===== src/rtl/core/rpn_pkg.sv =====
// shared types and constants for the rpn stack calculator
// no dependencies
package rpn_pkg;

	localparam int Depth = 256;
	localparam int PtrW = $clog2(Depth);
	localparam int CntW = $clog2(Depth + 1);
	localparam int DataW = 32;

	typedef enum logic [2:0] {
		FN_PUSH  = 3'd0,
		FN_POP   = 3'd1,
		FN_ADD   = 3'd2,
		FN_SUB   = 3'd3,
		FN_MUL   = 3'd4,
		FN_DIV   = 3'd5,
		FN_SQRT  = 3'd6,
		FN_CLEAR = 3'd7
	} func_t;

	typedef enum logic [2:0] {
		ST_OK      = 3'd0,
		ST_UNDER   = 3'd1,
		ST_OVER    = 3'd2,
		ST_DIVZ    = 3'd3,
		ST_NEGROOT = 3'd4
	} status_t;

	typedef enum logic [3:0] {
		S_IDLE, S_RDA, S_RDB, S_LOAD, S_LATCH, S_MUL, S_ITER, S_FIX, S_WRITE, S_OUT
	} state_t;

	// start request to the iterative unit
	typedef struct packed {
		logic start;
		logic is_sqrt;
	} iter_ctl_t;

	typedef struct packed {
		logic busy;
		logic done;
	} iter_sts_t;

endpackage


===== src/rtl/core/rpn_iter_unit.sv =====
// bit-serial unsigned divider and integer square root, one bit per cycle
// depends on rpn_pkg
module rpn_iter_unit (
	input  logic                      clk,
	input  logic                      arst_n,
	input  rpn_pkg::iter_ctl_t        ctl,
	input  logic [rpn_pkg::DataW-1:0] num,
	input  logic [rpn_pkg::DataW-1:0] den,
	output rpn_pkg::iter_sts_t        sts,
	output logic [rpn_pkg::DataW-1:0] result
);

	localparam int W = rpn_pkg::DataW;

	logic         busy_q, done_q, sqrt_q;
	logic [5:0]   cnt_q;
	logic [W-1:0] num_q, den_q, quo_q;
	logic [W+1:0] rem_q;

	logic [W+1:0] rem_sh, trial;
	logic         fits;

	// division shifts one numerator bit in, root shifts two
	always_comb begin
		if (sqrt_q) begin
			rem_sh = {rem_q[W-1:0], num_q[W-1:W-2]};
			trial  = {quo_q, 2'b01};
		end else begin
			rem_sh = {rem_q[W:0], num_q[W-1]};
			trial  = {2'b00, den_q};
		end
		fits = rem_sh >= trial;
	end

	always_ff @(posedge clk or negedge arst_n) begin
		if (!arst_n) begin
			busy_q <= 1'b0;
			done_q <= 1'b0;
			cnt_q  <= '0;
		end else begin
			done_q <= 1'b0;
			if (ctl.start) begin
				busy_q <= 1'b1;
				cnt_q  <= ctl.is_sqrt ? 6'd16 : 6'd32;
			end else if (busy_q) begin
				cnt_q <= cnt_q - 6'd1;
				if (cnt_q == 6'd1) begin
					busy_q <= 1'b0;
					done_q <= 1'b1;
				end
			end
		end
	end

	always_ff @(posedge clk) begin
		if (ctl.start) begin
			sqrt_q <= ctl.is_sqrt;
			num_q  <= num;
			den_q  <= den;
			quo_q  <= '0;
			rem_q  <= '0;
		end else if (busy_q) begin
			num_q <= sqrt_q ? {num_q[W-3:0], 2'b00} : {num_q[W-2:0], 1'b0};
			quo_q <= {quo_q[W-2:0], fits};
			rem_q <= fits ? rem_sh - trial : rem_sh;
		end
	end

	assign sts.busy = busy_q;
	assign sts.done = done_q;
	assign result   = quo_q;

endmodule


===== config.mk =====
export PLATFORM = sky130hd
export DESIGN_NAME = rpn_iter_unit
export DESIGN_NICKNAME = d
export VERILOG_FILES = /design/src/rtl/core/rpn_pkg.sv /design/src/rtl/core/rpn_iter_unit.sv
export SDC_FILE = /design/constraint.sdc
export NUM_CORES = 1
export LEC_CHECK = 0
export ABC_AREA = 1
export BUFFER_PORTS_ARGS = -buffer_cell sky130_fd_sc_hd__buf_2
export CORE_MARGIN = 5
export CORE_UTILIZATION = 40
export DETAILED_ROUTE_END_ITERATION = 6
export PLACE_DENSITY = 0.68
export SLEW_MARGIN = 20
export SYNTH_ARGS = -nofsm -noshare
export SYNTH_HDL_FRONTEND = slang
export SYNTH_SLANG_ARGS = --single-unit

===== constraint.sdc =====
create_clock -name clk -period 3.2 [get_ports clk]
set_clock_uncertainty 0.05 [all_clocks]
set_input_delay 0 -clock clk [delete_from_list [all_inputs] [get_ports clk]]
set_output_delay 0 -clock clk [all_outputs]
set_load 0.01 [all_outputs]

---- After elaboration in Yosys (flattened, before gate mapping) ----
Cells that the tools add are included.
storage, ports and cells
  bits in read-only memories .............. 0
  bits in latches ......................... 0
  output and inout bits ................... 34
  flip-flop bits (word level) ............. 138
  memories kept ........................... 0
  logic and storage cells ................. 28
  bits in writable memories ............... 0
operators by class
  equality and inequality tests ........... 1
  divide/modulo/power cells ............... 0
  shift operators ......................... 0
  muxes and demuxes ....................... 15
  bitwise logic cells ..................... 0
  reductions and logical operators ........ 1
  add/subtract/negate cells ............... 2
  $lt $le $gt $ge ......................... 1
  $mul .................................... 0
operators by type and width
  kind                                                 number
  two-way mux 32 bit                                   3
  two-way mux 34 bit                                   2
  greater-or-equal comparator 34 bit                   1
  two-way mux 33 bit                                   1
  subtractor 33 bit                                    1
  two-way mux 6 bit                                    3
  equality test 6 x 1 -> 1 bit, second input constant  1
  two-way mux 1 bit                                    6
  subtractor 6 x 1 -> 6 bit, second input constant     1
  nonzero test 2 bit                                   1

---- Longest topological paths before layout ----
Gate-level depths: netlist (run 1).
  word-level depth ........................ 4
  depth in mapped cells ................... 21
  depth with buffers taken out ............ 19

---- Worst setup path after synthesis (run 1) ----
Ideal clock, no wire load.
  path type ............................... register -> register
  start point ............................. reg sqrt_q
  end point ............................... reg rem_q[2]
  period minus slack after synthesis ...... 2.810 ns
  library setup time ...................... 0.125 ns
  cell stages (with the launch flop) ...... 19
  required time ........................... 3.025 ns
  path slack .............................. 0.390 ns
  arrival time ............................ 2.635 ns
  cells stage by stage .................... edfxtp_1 -> clkbuf_1 -> clkbuf_1 -> clkbuf_1 -> o21ai_0 -> ha_1 -> nand2_1 -> inv_1 -> nand2_1 -> nand2_1 -> nand2_1 -> nand3_2 -> nand2_1 -> nand2_2 -> nand2_4 -> buf_2 -> nand3_1 -> nand3_1 -> o21ai_1
between the ends
  longest elaborated chain between the ends .. 3
  elaborated cells on any way between the ends .. 5
RTL lines
  element                                                                         line                                      text
  start: declaration                                                              rpn_iter_unit.sv:15                       logic busy_q, done_q, sqrt_q;
  start signal: assignment                                                        rpn_iter_unit.sv:57                       sqrt_q <= ctl.is_sqrt;
  two-way mux 34 bit                                                              rpn_iter_unit.sv:25                       if (sqrt_q) begin
  subtractor 33 bit / greater-or-equal comparator 34 bit (equally long branches)  rpn_iter_unit.sv:65, rpn_iter_unit.sv:32
  two-way mux 33 bit *                                                            rpn_iter_unit.sv:65                       rem_q <= fits ? rem_sh - trial : rem_sh;
  end signal: assignment                                                          rpn_iter_unit.sv:65
  end: declaration                                                                rpn_iter_unit.sv:18                       logic [W+1:0] rem_q;
Mark *: on every way between the ends. The rest lies on a longest branch, timed or not.
A chain may end at the register's enable or synchronous reset.

---- Worst setup path in the final report (run 1) ----
  start point ............................. reg sqrt_q
  end point ............................... reg rem_q[26]
The elaborated chain is that of the path after synthesis.

==> out/results.ini, run 1 <==
[die]
pin_count=102
dieHeight_um=157.9
core_area_um2=21690
row_count=54
die_area_um2=24930
chipWidth_um=157.9
start_util=0.4034

[layout]
utilization=0.5072
nNetsFinal=1565
syn2layout_area_growth_pct=25.71
nFillCells=2048
final_cell_area_um2=11000
layout.cells.non_filler=1753
drive_above_1_share=0.1270
insertedDiodeCount=0

[clocking]
clk_latency_ns=0.42
cts_buffer_depth=2
cts_buffers=17
cts_tree=yes
path_clk_slew_ns=0.06
cts_num_sinks=138
cts_root_buf=clkbuf_16
cts_htree_levels=4

[setup_path]
crit_required_ns=3.47
cp-end-kind=flop
path_class=flop to flop
path_delay_family=simple AND/OR/NAND/NOR gates
path_buf_inv=3
crit_chain=buf_12 -> buf_8 -> o21ai_0 -> ha_1 -> nand2_1 -> nor2_1 -> nand2_1 -> nor2_1 -> nand3_1 -> nand2_2 -> nor2_4 -> nand2_4 -> buf_4 -> nand3_1 -> nand2_1 -> nand2_1
path_max_fanout=29
slowest_delay_ns=0.48
start_kind=flop
cp_data_arrival_time_ns=3.33
critPathSlowestCell=o21ai_0
cpMostUsedCell=nand2_1

[place]
pre_cts_slack_ns=0.1409
dp_hpwl_um=17850
gp_congestion=0.9710
placed_cell_area_um2=9595
io_buffers=101
place_inst=1647

[grt]
antenna_found_initial=0
track_usage=0.2070
grt_pass1_wl_um=41260
grt_max_degree=58
grt_pass1_vias=8298
overflow=0

[synthesis]
synth_top_area_frac=0.2231
ys_ff_latch=138
syn_area_um2=8750
synthFlopType=edfxtp_1
synthDistinctLibCells=36
synth_cells=1295
synth_edf_count=65
yosys_warnings=0
synth.top_cells.by_area=edfxtp_1, nand2_1, dfxtp_1
ys_seq_area_frac=0.3947
syn-num-nets=1400
synth_largest_area_cell=edfxtp_1
syn_avg_cell_area_um2=6.756
async_flop_share=0.05797

[routing]
vias=8797
drt-initial-drc-count=709
dr.pass1.iters=5
ant_nets=0
drc=0
routedWlPerCell_um=14.79
routed_wl_um=25940
vias_per_cell=5.018

[pwr]
p_leak_nw=5.597
switching_share=0.4229
clkPwrFrac=0.244
p_sw_mw=3.507
p_per_area_nw_per_um2=754.1
ir_drop_mv=0.4872
p_int_mw=4.787
p_seq_frac=0.281
p_total_mw=8.294
combPwrFrac=0.475

[timing]
setup_slack_ns=0.1345
slew_headroom=0.2928
rsz0062_at_grt=false
layout_worst_path_cycle_share=0.9580
slew_violations=0
tightest_slew_ns=1.060
fmax_mhz=326.2
timing.final.crit_period_ns=3.065
hold_viol_final=0
setup_tns_ns=0
hold_ws_ns=0.1042
setup_viol=0

[flow_run]
drv_cap=0

[min_path]
hold_path_class=input port to flop

[outcome]
status=complete, no violations

placed cells by master (no fill, tap or decap), types with 3 or more instances in the layout:
master and instances:
a21oi_1 84, and2_1 3, buf_12 6, buf_2 101, buf_4 16, bufinv_16 3
clkbuf_16 19, clkinv_1 4, clkinv_2 3, dfrtp_1 8, dfxtp_1 65, dlygate4sd3_1 67
edfxtp_1 65, ha_1 36, inv_1 190, inv_6 3, nand2_1 474, nand2_2 8
nand2_4 3, nand3_1 73, nand3b_1 3, nand4_1 5, nor2_1 77, nor2_2 7
nor3_1 6, o21ai_0 60, o21ai_1 11, o21bai_1 4, o22ai_1 32, or2_2 4
xnor2_1 4, xor2_1 11
flip-flops by register name (all words and copies together) (netlist names):
signal / cells
den_q: 32
sqrt_q: 1
busy_q: 1
rem_q: 33
cnt_q: 6
num_q: 32
result: 32
done_q: 1
repair_timing:
action,in CTS,in global routing
hold buffers,67,0
gates resized for setup,0,18
buffers inserted,0,4
endpoints found under the hold margin,75,0
endpoints found under the setup margin,0,34
worst paths after layout:
| check | to | depth (start not counted) | slack, ns | start |
|---|---|---|---|---|
| max in group asynchronous | cnt_q[1] | 3 | 2.30 | arst_n |
| hold / removal | den_q[24] | 1 | 0.10 | ctl[1] |
| hold reg to reg | rem_q[25] | 2 | 0.41 | rem_q[25] |
| min in group asynchronous | cnt_q[0] | 3 | 0.52 | arst_n |
| setup reg to reg | rem_q[26] | 16 | 0.13 | sqrt_q |
| setup / recovery | rem_q[26] | 16 | 0.13 | sqrt_q |
per-layer routing:
layer	vias up	global-route usage	wire, µm
li1	4434	-	-
met1	3983	0.2825	11440
met2	336	0.3397	12250
met3	44	0.03581	1714
met4	0	0.05694	527
met5	-	0	0
logic make-up after synthesis:
| group | synth area share |
|---|---|
| AOI/OAI and AO/OA | 0.1180 |
| xor gates and xnor gates | 0.01501 |
| DFF | 0.3947 |
| adders and majority gates | 0.05377 |
| buffers and inverters | 0.1093 |
| and+or+nand+nor | 0.3082 |
| muxes | 0.001144 |
power groups by stage:
stage | sequential [mW] | clock (mW) | combinational [mW]
after global placement | 2.35 | 0 | 3.70
after global routing | 2.36 | 2.12 | 4.44
after floorplan | 2.31 | 0 | 2.78
after detailed placement | 2.35 | 0 | 3.73
final | 2.33 | 2.03 | 3.94
after CTS | 2.32 | 2.04 | 3.82
synth_stat cells (5+ instances only):
cell	number
nor2_1	81
nor3_1	6
ha_1	36
nand3_1	73
nand2_2	7
nand2_1	476
o21ai_1	5
dfrtp_1	8
o22ai_1	32
dfxtp_1	65
buf_1	7
xor2_1	11
a21oi_1	84
clkbuf_1	30
nand4_1	5
inv_1	192
o21ai_0	67
buf_2	5
edfxtp_1	65
cell type report:
cell class | instances | area, µm² | share of cell area
Timing Repair Buffer | 195 | 1504 | 0.1367
Clock buffer | 17 | 425.4 | 0.03868
Sequential cell | 138 | 3453 | 0.3140
Tap cell | 280 | 350.3 | 0.03185
Clock inverter | 15 | 171.4 | 0.01558
Multi-Input combinational cell | 914 | 4367 | 0.3970
Inverter | 194 | 728.2 | 0.06620
Power figures use the tool's default switching activity.
==> run 2, diff against run 1 <==
- ABC_AREA: 1 -> 0
- PLACE_DENSITY: 0.68 -> 0.69
==> out/results.ini, run 2 <==
[timing]
tightest_slew_ns=0.6714  ; was 1.060 ns
fmax_mhz=304.8  ; was 326.2 MHz
rsz0062_at_grt=true  ; was false
timing.final.crit_period_ns=3.280  ; was 3.065 ns
setup_viol=11  ; was 0
slew_violations=0  ; unchanged
layout_worst_path_cycle_share=1.025  ; was 0.9580
slew_headroom=0.5524  ; was 0.2928
hold_viol_final=0  ; unchanged
setup_slack_ns=-0.08044  ; was 0.1345 ns
setup_tns_ns=-0.3064  ; was 0 ns

[grt]
overflow=0  ; unchanged
antenna_found_initial=0  ; unchanged
grt_pass1_vias=7091  ; was 8298
grt_pass1_wl_um=35040  ; was 41260 µm
grt_max_degree=77  ; was 58
track_usage=0.1798  ; was 0.2070

[pwr]
ir_drop_mv=0.5171  ; was 0.4872 mV
p_per_area_nw_per_um2=857.4  ; was 754.1 nW/µm²
p_leak_nw=5.295  ; was 5.597 nW
p_total_mw=10.37  ; was 8.294 mW

[clocking]
cts_tree=yes  ; unchanged
path_clk_slew_ns=0.06  ; about the same
clk_latency_ns=0.43  ; was 0.42 ns
cts_htree_levels=4  ; unchanged
cts_buffers=17  ; unchanged
cts_buffer_depth=2  ; unchanged
cts_root_buf=clkbuf_16  ; unchanged
cts_num_sinks=138  ; unchanged

[layout]
drive_above_1_share=0.3622  ; was 0.1270
insertedDiodeCount=0  ; unchanged
utilization=0.5994  ; was 0.5072
largest_register_ffs=33  ; unchanged
regMostFlops=rem_q  ; unchanged
nNetsFinal=1202  ; was 1565
final_cell_mix=buf_2, buf_4, nand2_1, nor2_1, mux2i_1  ; was nand2_1, inv_1, buf_2, a21oi_1, nor2_1
syn2layout_area_growth_pct=47.83  ; was 25.71%
final_cell_area_um2=12090  ; was 11000 µm²

[min_path]
hold_depth=2  ; was 1
hold_path_class=input port to flop  ; unchanged

[routing]
vias_per_cell=5.314  ; was 5.018
drt-initial-drc-count=461  ; was 709
drc=0  ; unchanged
routedWlPerCell_um=16.65  ; was 14.79 µm
vias=7333  ; was 8797
routed_wl_um=22980  ; was 25940 µm
dr.pass1.iters=5  ; unchanged
ant_nets=0  ; unchanged

[synthesis]
yosys_warnings=0  ; unchanged
synthTopCellsByCount=mux2i_1, nand2_1, nor2_1, dfxtp_1, edfxtp_1  ; was nand2_1, inv_1, a21oi_1, nor2_1, nand3_1
synth-xor-area-share=0.02892  ; was 0.01502
async_flop_share=0.05797  ; unchanged
yosys.area_share.adder=0.05753  ; was 0.05377
synthFlopType=edfxtp_1  ; unchanged
synth_compound_area_frac=0.1509  ; was 0.1180
synth_largest_area_cell=edfxtp_1  ; unchanged
synth_top_family_by_area=multiplexers  ; was simple AND/OR/NAND/NOR gates
ys_ff_latch=138  ; unchanged
syn_avg_cell_area_um2=9.794  ; was 6.756 µm²
synth.top_cells.by_area=edfxtp_1, dfxtp_1, mux2i_1  ; was edfxtp_1, nand2_1, dfxtp_1
synthMuxAreaShare=0.1642  ; was 0.001144
synth_edf_count=65  ; unchanged
yosys.area_share.simple=0.1400  ; was 0.3082
synth_top_area_frac=0.2387  ; was 0.2231
syn_area_um2=8178  ; was 8750 µm²
syn-num-nets=940  ; was 1400
yosysMostFrequentCell=mux2i_1  ; was nand2_1
synth_cells=835  ; was 1295
synthDistinctLibCells=62  ; was 36
ys_seq_area_frac=0.4223  ; was 0.3947

[die]
dieHeight_um=153.0  ; was 157.9 µm
chipWidth_um=153.0  ; was 157.9 µm
row_count=52  ; was 54
pin_count=102  ; unchanged
start_util=0.4055  ; was 0.4034
die_area_um2=23400  ; was 24930 µm²
core_area_um2=20170  ; was 21690 µm²

[setup_path]
crit_required_ns=3.48  ; was 3.47 ns
cpMostUsedCell=buf_6  ; was nand2_1
crit_chain=buf_6 -> buf_6 -> mux2_2 -> ha_2 -> a211oi_2 -> nor2_1 -> or3_4 -> a221oi_4 -> buf_4 -> o211ai_4 -> a21o_1 -> a31o_1 -> a311oi_2  ; was buf_12 -> buf_8 -> o21ai_0 -> ha_1 -> nand2_1 -> nor2_1 -> nand2_1 -> nor2_1 -> nand3_1 -> nand2_2 -> nor2_4 -> nand2_4 -> buf_4 -> nand3_1 -> nand2_1 -> nand2_1
path_class=flop to flop  ; unchanged
start_kind=flop  ; unchanged
r2r_cells=13  ; was 16
path_max_fanout=7  ; was 29
cp-end-kind=flop  ; unchanged
slowest_delay_ns=0.43  ; was 0.48 ns
critPathSlowestCell=a221oi_4  ; was o21ai_0
cp_data_arrival_time_ns=3.56  ; was 3.33 ns

[place]
placed_cell_area_um2=9657  ; was 9595 µm²
dp_hpwl_um=14260  ; was 17850 µm
gp_congestion=0.9149  ; was 0.9710
pre_cts_slack_ns=-0.2219  ; was 0.1409 ns
io_buffers=101  ; unchanged

[flow_run]
drv_cap=0  ; unchanged

[outcome]
violations=negative setup slack
status=finished, violations left  ; was complete, no violations

## run 2: path summary, 6_finish.rpt
check | startpoint | endpoint | slack (ns)
worst max-delay path | sqrt_q | rem_q[31] | -0.08
worst min-delay path | den[8] | den_q[8] | 0.22
worst max register to register | sqrt_q | rem_q[31] | -0.08
worst min register to register | rem_q[7] | rem_q[7] | 0.45
max in group asynchronous | arst_n | busy_q | 2.30
min in group asynchronous | arst_n | cnt_q[1] | 0.50
## run 2: layout make-up
type | instances | area (µm²)
well taps | 270 | 337.8
multi-input cells | 630 | 5187
clock inverters | 15 | 196.4
fillers | 1635 | 8080
repair buffers | 298 | 2440
flip-flops and latches | 138 | 3457
inverters | 12 | 45.04
clock buffers | 17 | 425.4
## run 2: logic make-up after synthesis
group | Yosys count
compound gates | 181
mux | 130
buf+inv | 67
fa+ha+maj | 37
xor+xnor | 27
flops | 138
simple gates | 255
## run 2: per-layer routing
metal  share of wire  vias to the layer above  track usage
li1                -                     3588            -
met1            0.45                     3497       0.2348
met2            0.49                      205       0.3047
met3           0.038                       43      0.03421
met4           0.021                        0      0.05261
met5               0                        -            0
## run 2: stage by stage
step	instances	hold slack, ns
detailed placement	1258	-0.1982
finish	1380	0.2246
global placement	1258	-0.1987
CTS	1366	0.2103
global route	1380	0.2187
floorplan	835	-0.3456
## run 2: what timing repair did
| item | in CTS | in global routing |
|---|---|---|
| gates resized for setup | 42 | 107 |
| endpoints found under the setup margin | 33 | 34 |
| cloned | 3 | 5 |
| setup buffers | 5 | 10 |
| pin swaps | 8 | 42 |
| hold buffers | 68 | 0 |
| endpoints found under the hold margin | 86 | 0 |
## run 2: power by group
group | leakage [nW] | switching (mW) | internal [mW]
registers | 1.30 | 0.228 | 2.16
clock network | 0.298 | 0.803 | 1.31
logic | 3.69 | 2.80 | 3.07
## run 2: critical path, delay by kind of cell, from the launching register on
family	cells	cell delay (ns)
compound gates	6	1.30
fa+ha+maj	1	0.20
buf+inv	3	0.49
flops	1	0.38
mux	1	0.34
simple gates	2	0.42
==> run 3, diff against run 2 <==
--- a/config.mk
+++ b/config.mk
@@ -10,5 +10,5 @@
 export CORE_MARGIN = 5
-export CORE_UTILIZATION = 40
+export CORE_UTILIZATION = 59
 export DETAILED_ROUTE_END_ITERATION = 6
-export PLACE_DENSITY = 0.69
+export PLACE_DENSITY = 0.91
 export SLEW_MARGIN = 20
==> constraint.sdc (replaced) <==
create_clock -name clk -period 3.2 [get_ports clk]
set_clock_uncertainty 0.05 [all_clocks]
set_input_delay 0.32 -clock clk [delete_from_list [all_inputs] [get_ports clk]]
set_output_delay 0.32 -clock clk [all_outputs]
set_load 0.01 [all_outputs]
==> out/results.ini, run 3 (synthesis results as in run 2) <==
[flow_run]
drv_cap=0  ; unchanged

[die]
core_area_um2=13720  ; was 20170 µm²
dieHeight_um=127.7  ; was 153.0 µm
pin_count=102  ; unchanged
start_util=0.5961  ; was 0.4055
chipWidth_um=127.7  ; was 153.0 µm
die_area_um2=16320  ; was 23400 µm²
row_count=43  ; was 52

[layout]
nNetsFinal=1112  ; was 1202
largest_register_ffs=33  ; unchanged
final_common_cell=buf_2
insertedDiodeCount=0  ; unchanged
regMostFlops=rem_q  ; unchanged
drive_above_1_share=0.3686  ; was 0.3622
syn2layout_area_growth_pct=32.94  ; was 47.83%
layout.cells.non_filler=1200  ; was 1380
final_cell_mix=buf_2, mux2i_1, buf_4, nand2_1, nor2_1  ; was buf_2, buf_4, nand2_1, nor2_1, mux2i_1
utilization=0.7924  ; was 0.5994

[setup_path]
path_class=flop to flop  ; unchanged
cp_data_arrival_time_ns=3.99  ; was 3.56 ns
r2r-start=sqrt_q  ; unchanged
start_kind=flop  ; unchanged
path_max_fanout=8  ; was 7
r2r_cells=16  ; was 13
crit_required_ns=3.45  ; was 3.48 ns
cp-startpoint=sqrt_q  ; unchanged
reg2reg_slack_ns=-0.54  ; was -0.08 ns
cp-end-kind=flop  ; unchanged

[pwr]
ir_drop_mv=0.6993  ; was 0.5171 mV
p_per_area_nw_per_um2=958.1  ; was 857.4 nW/µm²
p_leak_nw=4.890  ; was 5.295 nW

[routing]
drt-initial-drc-count=1091  ; was 461
vias_per_cell=6.634  ; was 5.314
wl_met1_um=9930  ; was 10400 µm
dr.pass1.iters=6  ; was 5
drc=0  ; unchanged
vias=7961  ; was 7333
met3WireLength_um=2699  ; was 877 µm
routed_wl_um=27240  ; was 22980 µm
dr.max_layer_used=met4  ; unchanged
routedWlPerCell_um=22.70  ; was 16.65 µm
wl_met2_um=12670  ; was 11220 µm
ant_nets=0  ; unchanged

[grt]
antenna_found_initial=0  ; unchanged
grt_pass1_wl_um=33370  ; was 35040 µm
overflow=0  ; unchanged
track_usage=0.2528  ; was 0.1798
grt_pass1_vias=6863  ; was 7091
grt_max_degree=65  ; was 77

[clocking]
cts_htree_levels=4  ; unchanged
cts_tree=yes  ; unchanged
cts_root_buf=clkbuf_16  ; unchanged
cts_buffers=17  ; unchanged
clk_latency_ns=0.43  ; about the same
path_clk_slew_ns=0.06  ; about the same
cts_buffer_depth=2  ; unchanged
cts_num_sinks=138  ; unchanged

[timing]
setup_slack_ns=-0.5369  ; was -0.08044 ns
layout_worst_path_cycle_share=1.168  ; was 1.025
timing.final.crit_period_ns=3.737  ; was 3.280 ns
hold_ws_ns=0.008194  ; was 0.2246 ns
setup_viol=34  ; was 11
rsz0062_at_grt=true  ; unchanged
slew_violations=0  ; unchanged
tightest_slew_ns=0.7849  ; was 0.6714 ns
hold_viol_final=0  ; unchanged
slew_headroom=0.4767  ; was 0.5524
setup_tns_ns=-11.32  ; was -0.3064 ns
fmax_mhz=267.6  ; was 304.8 MHz

[min_path]
hold_depth=1  ; was 2
hold_path_class=input port to flop  ; unchanged
min_from=den[8]  ; unchanged

[place]
dp_hpwl_um=14110  ; was 14260 µm
place_inst=1146  ; was 1258
io_buffers=101  ; unchanged
gp_congestion=1.006  ; was 0.9149

[outcome]
status=finished, violations left  ; unchanged
violations=negative setup slack  ; unchanged

[run 3: routing by layer]
layer  track usage  vias to the layer above
met3       0.05875                      201
met5             0                        -
li1              -                     3420
met2        0.4162                      641
met1        0.3273                     3699
met4       0.09051                        0
[run 3: final timing paths]
| kind | to |
|---|---|
| max in group asynchronous | busy_q |
| setup / recovery | rem_q[2] |
| setup reg to reg | rem_q[2] |
| min in group asynchronous | cnt_q[1] |
| hold / removal | den_q[8] |
| hold reg to reg | rem_q[26] |
[run 3: area by class of cell]
type | count | area, µm²
clock buffer | 18 | 429.2
clock inverter | 14 | 178.9
fill | 721 | 2848
inverter | 12 | 45.04
multi-input combinational | 630 | 5074
sequential | 138 | 3457
tap | 180 | 225.2
timing repair buffer | 208 | 1463
[run 3: critical path, stage by stage, from the launching register on]
cell and delay (ns):
edfxtp_1 0.41, buf_6 0.15, buf_12 0.13, buf_12 0.14
buf_12 0.14, mux2_4 0.32, ha_4 0.26, nor3_2 0.33
nor2_1 0.13, o41ai_2 0.07, buf_4 0.18, o21ai_4 0.08
a31o_4 0.26, a21oi_4 0.26, clkbuf_16 0.23, nand2_4 0.05
a311oi_2 0.40
[run 3: report_power, final]
| group | internal (mW) | switching, mW | total (mW) |
|---|---|---|---|
| clock network | 1.29 | 0.779 | 2.07 |
| logic | 2.67 | 3.27 | 5.94 |
| registers | 2.16 | 0.250 | 2.41 |
[run 3: repair_timing]
action,in CTS,in global routing
endpoints found under the hold margin,8,0
gates resized for setup,11,130
setup endpoints to repair,32,34
pin swaps,1,53
setup buffers,3,14
hold buffers,1,0
cloned,0,4
[run 3: through the flow]
step | worst slack (ns) | instance area [µm²] | power, mW
2_1_floorplan | -0.03182 | 8278 | 5.268
3_3_place_gp | -0.1659 | 9392 | 6.476
3_5_place_dp | -0.1674 | 9392 | 6.623
4_1_cts | -0.07266 | 10090 | 8.819
5_1_grt | -0.5309 | 10870 | 10.73
6_report | -0.5369 | 10870 | 10.42
